`src/rtl/pfa_pkg.sv`:
```
// ----------------------------------------------------------------------------
// Page frame allocator package
// Shared constants, codes and structs of the page frame bitmap allocator.
// ----------------------------------------------------------------------------
package pfa_pkg;

  localparam int MAX_FRAMES  = 65536;
  localparam int WORD_BITS   = 32;
  localparam int WORDS       = (MAX_FRAMES + WORD_BITS - 1) / WORD_BITS;
  localparam int FRAME_W     = $clog2(MAX_FRAMES);
  localparam int CFG_W       = FRAME_W + 1;
  localparam int BIT_W       = $clog2(WORD_BITS);
  localparam int WORD_IDX_W  = $clog2(WORDS);
  localparam int MODE_W      = 2;
  localparam int STATUS_W    = 2;
  localparam int CFG_IDX_W   = 1;
  localparam int GRAN_MASK   = 8;

  localparam logic [CFG_W-1:0] INSTALLED_RESET = CFG_W'(65536);
  localparam logic [CFG_W-1:0] RESERVED_RESET  = CFG_W'(2048);

  typedef enum logic [MODE_W-1:0] {
    MODE_ALLOC   = 2'd0,
    MODE_RELEASE = 2'd1,
    MODE_MARK    = 2'd2
  } mode_e;

  typedef enum logic [STATUS_W-1:0] {
    STATUS_OK      = 2'd0,
    STATUS_NO_FREE = 2'd1,
    STATUS_RANGE   = 2'd2
  } status_e;

  typedef enum logic [CFG_IDX_W-1:0] {
    REG_INSTALLED = 1'd0,
    REG_RESERVED  = 1'd1
  } reg_e;

  typedef struct packed {
    logic [WORD_BITS-1:0] word;
    logic                 lo_en;
    logic [BIT_W-1:0]     lo_bit;
    logic                 hi_en;
    logic [BIT_W-1:0]     hi_bit;
  } scan_req_t;

  typedef struct packed {
    logic             found;
    logic [BIT_W-1:0] bit_idx;
  } scan_rsp_t;

endpackage

```
`src/rtl/pfa_word_scan.sv`:
```
// ----------------------------------------------------------------------------
// Page frame allocator word scan unit
// Masks frames outside the usable range and finds the lowest free bit.
// ----------------------------------------------------------------------------
module pfa_word_scan (
  input  pfa_pkg::scan_req_t scan_i,
  output pfa_pkg::scan_rsp_t scan_o
);

  localparam logic [pfa_pkg::WORD_BITS-1:0] ONE = pfa_pkg::WORD_BITS'(1);

  logic [pfa_pkg::WORD_BITS-1:0] lo_mask;
  logic [pfa_pkg::WORD_BITS-1:0] hi_mask;
  logic [pfa_pkg::WORD_BITS-1:0] masked;

  always_comb begin
    lo_mask = scan_i.lo_en ? ((ONE << scan_i.lo_bit) - ONE) : '0;
    hi_mask = scan_i.hi_en ? ~((ONE << scan_i.hi_bit) - ONE) : '0;
    masked  = scan_i.word | lo_mask | hi_mask;
    scan_o.found   = ~&masked;
    scan_o.bit_idx = '0;
    for (int i = pfa_pkg::WORD_BITS - 1; i >= 0; i--) begin
      if (!masked[i]) begin
        scan_o.bit_idx = pfa_pkg::BIT_W'(i);
      end
    end
  end

endmodule

```
`config.mk`:
```
export PLATFORM = sky130hd
export DESIGN_NAME = pfa_word_scan
export DESIGN_NICKNAME = d
export VERILOG_FILES = /design/src/rtl/pfa_pkg.sv /design/src/rtl/pfa_word_scan.sv
export SDC_FILE = /design/constraint.sdc
export NUM_CORES = 1
export LEC_CHECK = 0
export BUFFER_PORTS_ARGS = -buffer_cell sky130_fd_sc_hd__clkbuf_2
export CAP_MARGIN = 20
export CORE_ASPECT_RATIO = 1.2
export CORE_UTILIZATION = 57
export DETAILED_ROUTE_END_ITERATION = 7
export PLACE_DENSITY = 0.89
export SLEW_MARGIN = 20
export SYNTH_ARGS = -nofsm -noshare
export SYNTH_HDL_FRONTEND = slang
export SYNTH_SLANG_ARGS = --single-unit
export TNS_END_PERCENT = 10
```
`constraint.sdc`:
```
create_clock -name vclk -period 3.3
set_clock_uncertainty 0.15 [all_clocks]
set_input_delay 0 -clock vclk [all_inputs]
set_output_delay 0 -clock vclk [all_outputs]
set_load 0.02 [all_outputs]
```
Word-level counts from Yosys, hierarchy flattened. Cells that the tools add are included.

Bits in writable memories: 0. Output and inout bits: 6. Latch bits: 0. Flip-flop bits (word level): 0. Input bits: 44. Memory bits (read-only): 0. Memories: 0. Word-level logic and storage cells: 43.

Shifts and indexed selects: 2. Multiply operators: 0. Eq/ne operators: 0. Bitwise gates (word level): 3. Magnitude comparators: 0. Reductions and logical operators: 2. Add/subtract/negate cells: 2. Multiplexer cells: 34. Divide/modulo/power cells: 0.

Operator list (number): $mux W5 (32); $mux W32 (2); $or A32 B32 Y32 (2); $shl A1 B5 Y32 const A (2); $sub A32 B1 Y32 const B (2); $not A32 Y32 (1); $reduce_and A32 Y1 (1); $logic_not A1 Y1 (1).

Depth between registers and ports, before layout.
Word-level depth: 37. Mapped depth: 14.

Worst setup path after synthesis. No wires, ideal clock.

Kind: in2out. From: in scan_i[2] (netlist bit). To: out scan_o[2] (netlist bit). Stages: 12. Path slack: 0.341 ns. Data required time: 3.150 ns. Data arrival time: 2.809 ns. Path buffers: 2. Cells stage by stage: buf_6 > buf_2 > nor3_1 > nand2_1 > ha_1 > or3_1 > or3_1 > o211a_1 > or3_1 > nand3b_1 > nor2_1 > a211oi_1.

RTL lines: start, declared (RTL line pfa_word_scan.sv:6) `input pfa_pkg::scan_req_t scan_i,`; end, declared (RTL line pfa_word_scan.sv:7) `output pfa_pkg::scan_rsp_t scan_o`.

==> reports/results.ini <==
[outcome]
status = finished, final reports clean

[route]
drc_errors = 0
wire_per_inst_um = 18.8
vias = 2721
routed_wl_um = 7020
viasPerCell = 7.29
drtPass1Iterations = 6
first_iter_violations = 381
ant_nets = 0

[die]
die-width_um = 55.4
core_um2 = 3170
die_h_um = 66.0
initial_core_util = 0.615
rows = 22
dieArea_um2 = 3660
num_io_pins = 50

[setup_path]
worstPathArrival_ns = 2.91
startpoint = scan_i[2]
crit_type = primary input to output pin
worstSetupStartpointType = primary input
crit_required_ns = 3.15
crit_path_end_kind = output pin
crit_fanout = 25

[synthesis]
synth_area_leaders = o21ai_0 5.7%, a21oi_1 5.4%, nand2_1 4.6%
yosysSeqAreaShare = 0
netlist_instances = 298
ys_warn_count = 0
syn_avg_cell_area_um2 = 6.54
syn_area_um2 = 1950
synth_nets = 344
yosysUniqueCellTypes = 74
yosysTopAreaCell = o21ai_0
synth_top_area_frac = 0.0565

[cells_and_area]
post-route-util = 0.698
register_area_um2 = 0
antenna_cells = 0
final_cell_mix = 50 x clkbuf_2, 24 x nand2_1, 22 x o21ai_0
area_delta_synth_final_pct = 13.4
final_common_cell = clkbuf_2
filler_cell_count = 290
multi_input_area_um2 = 1770
fin_nets = 385
final_layout_size_suffix_gt1_frac = 0.270
stdcell_count = 373
seq_cells = 0
nClkBuffers = 0

[global_routing]
globalRouteTotalUtil = 0.372
antenna_found_initial = 0
grt_pass1_wl_um = 11000
grt_max_degree = 26
first_global_vias = 2305
overflow = 0

[sta]
finalSetupViolations = 0
whs_ns = 0.414
min_period_ns = 3.06
hold_viol_final = 0
fmax_mhz = 327
period_share = 0.928
rsz0062_at_grt = false
slew_headroom = 0.570
finalSetupTns_ns = 0
maxSlewViolCount = 0
tightest_slew_ns = 0.645

[run]
cap_violations = 0

[worst_hold_path]
min_path_cells = 5
worstHoldStart = scan_i[19]
min_path_type = primary input to output pin

[pwr]
p_leak_uw = 0.000877
p_per_area_nw_per_um2 = 148
vdd_ir_drop_max_uv = 115
total_power_uw = 328

[cts]
cts-resized-gates = 0
cts_hold_buf = 0
post_cts_buffers = 0

[place]
port_buffers = 50
hpwlAfterDp_um = 5460
place_inst = 373
routabilityCongestion = 1.01

-- per-stage QoR --
| stage | instance area [um2] | setup WS (ns) |
|---|---|---|
| finish | 2210 | 0.239 |
| global route | 2210 | 0.0431 |
| CTS | 2200 | 0.162 |
| detailed placement | 2200 | 0.162 |
| global placement | 2200 | 0.237 |
| floorplan | 1950 | 0.341 |
-- power breakdown --
| part | internal (uW) | switching (uW) |
|---|---|---|
| registers | 0 | 0 |
| logic | 129 | 199 |
| clock network | 0 | 0 |
-- layout make-up --
type / count / area share
inverter: 7 / 0.0119
timing repair buffer: 66 / 0.168
multi-input combinational: 264 / 0.800
tap: 36 / 0.0204
-- synth_stat cells (3+ instances only) --
master and instances:
nand2_1 24, o21ai_0 22, a21oi_1 21, nor2_1 18, buf_2 16, nor3_1 13
nor2b_1 10, or3_1 10, nand3_1 9, o211ai_1 9, a221oi_1 8, a211oi_1 7
inv_1 7, a221o_1 5, a31oi_1 5, and2_1 5, nand2b_1 5, and3_1 4
buf_6 4, nor4_1 4, o21ai_1 4, o31a_1 4, o31ai_1 4, or2_2 4
a211o_1 3, buf_4 3, clkbuf_1 3, o21a_1 3, or3b_1 3
-- metal layers --
layer / vias up / track usage / share of wire
met4: 0 / 0.178 / 0.050
met1: 1191 / 0.496 / 0.38
met5: - / 0 / 0
met2: 231 / 0.608 / 0.45
li1: 1271 / - / -
met3: 28 / 0.0235 / 0.11
-- worst paths after layout --
check / end
worst min-delay path: scan_o[1]
worst max-delay path: scan_o[1]
-- cell families after synthesis --
group | after synthesis | share of synthesized area
adders and majority gates | 2 | 0.0128
buffers and inverters | 34 | 0.0970
AOI/OAI and AO/OA | 133 | 0.501
and+or+nand+nor | 128 | 0.385
xor gates and xnor gates | 1 | 0.00450
-- worst max-delay path: stages --
cell and delay [ns]:
clkbuf_2 0.21, nor4_2 0.43, nand2_1 0.11, ha_1 0.21, buf_4 0.21, nor3_1 0.14
a211oi_1 0.07, o31a_1 0.31, a2111oi_2 0.49, a211oi_1 0.12, o31a_1 0.27, o21ai_1 0.14
clkbuf_2 0.18
(Power assumes the default switching activity.)
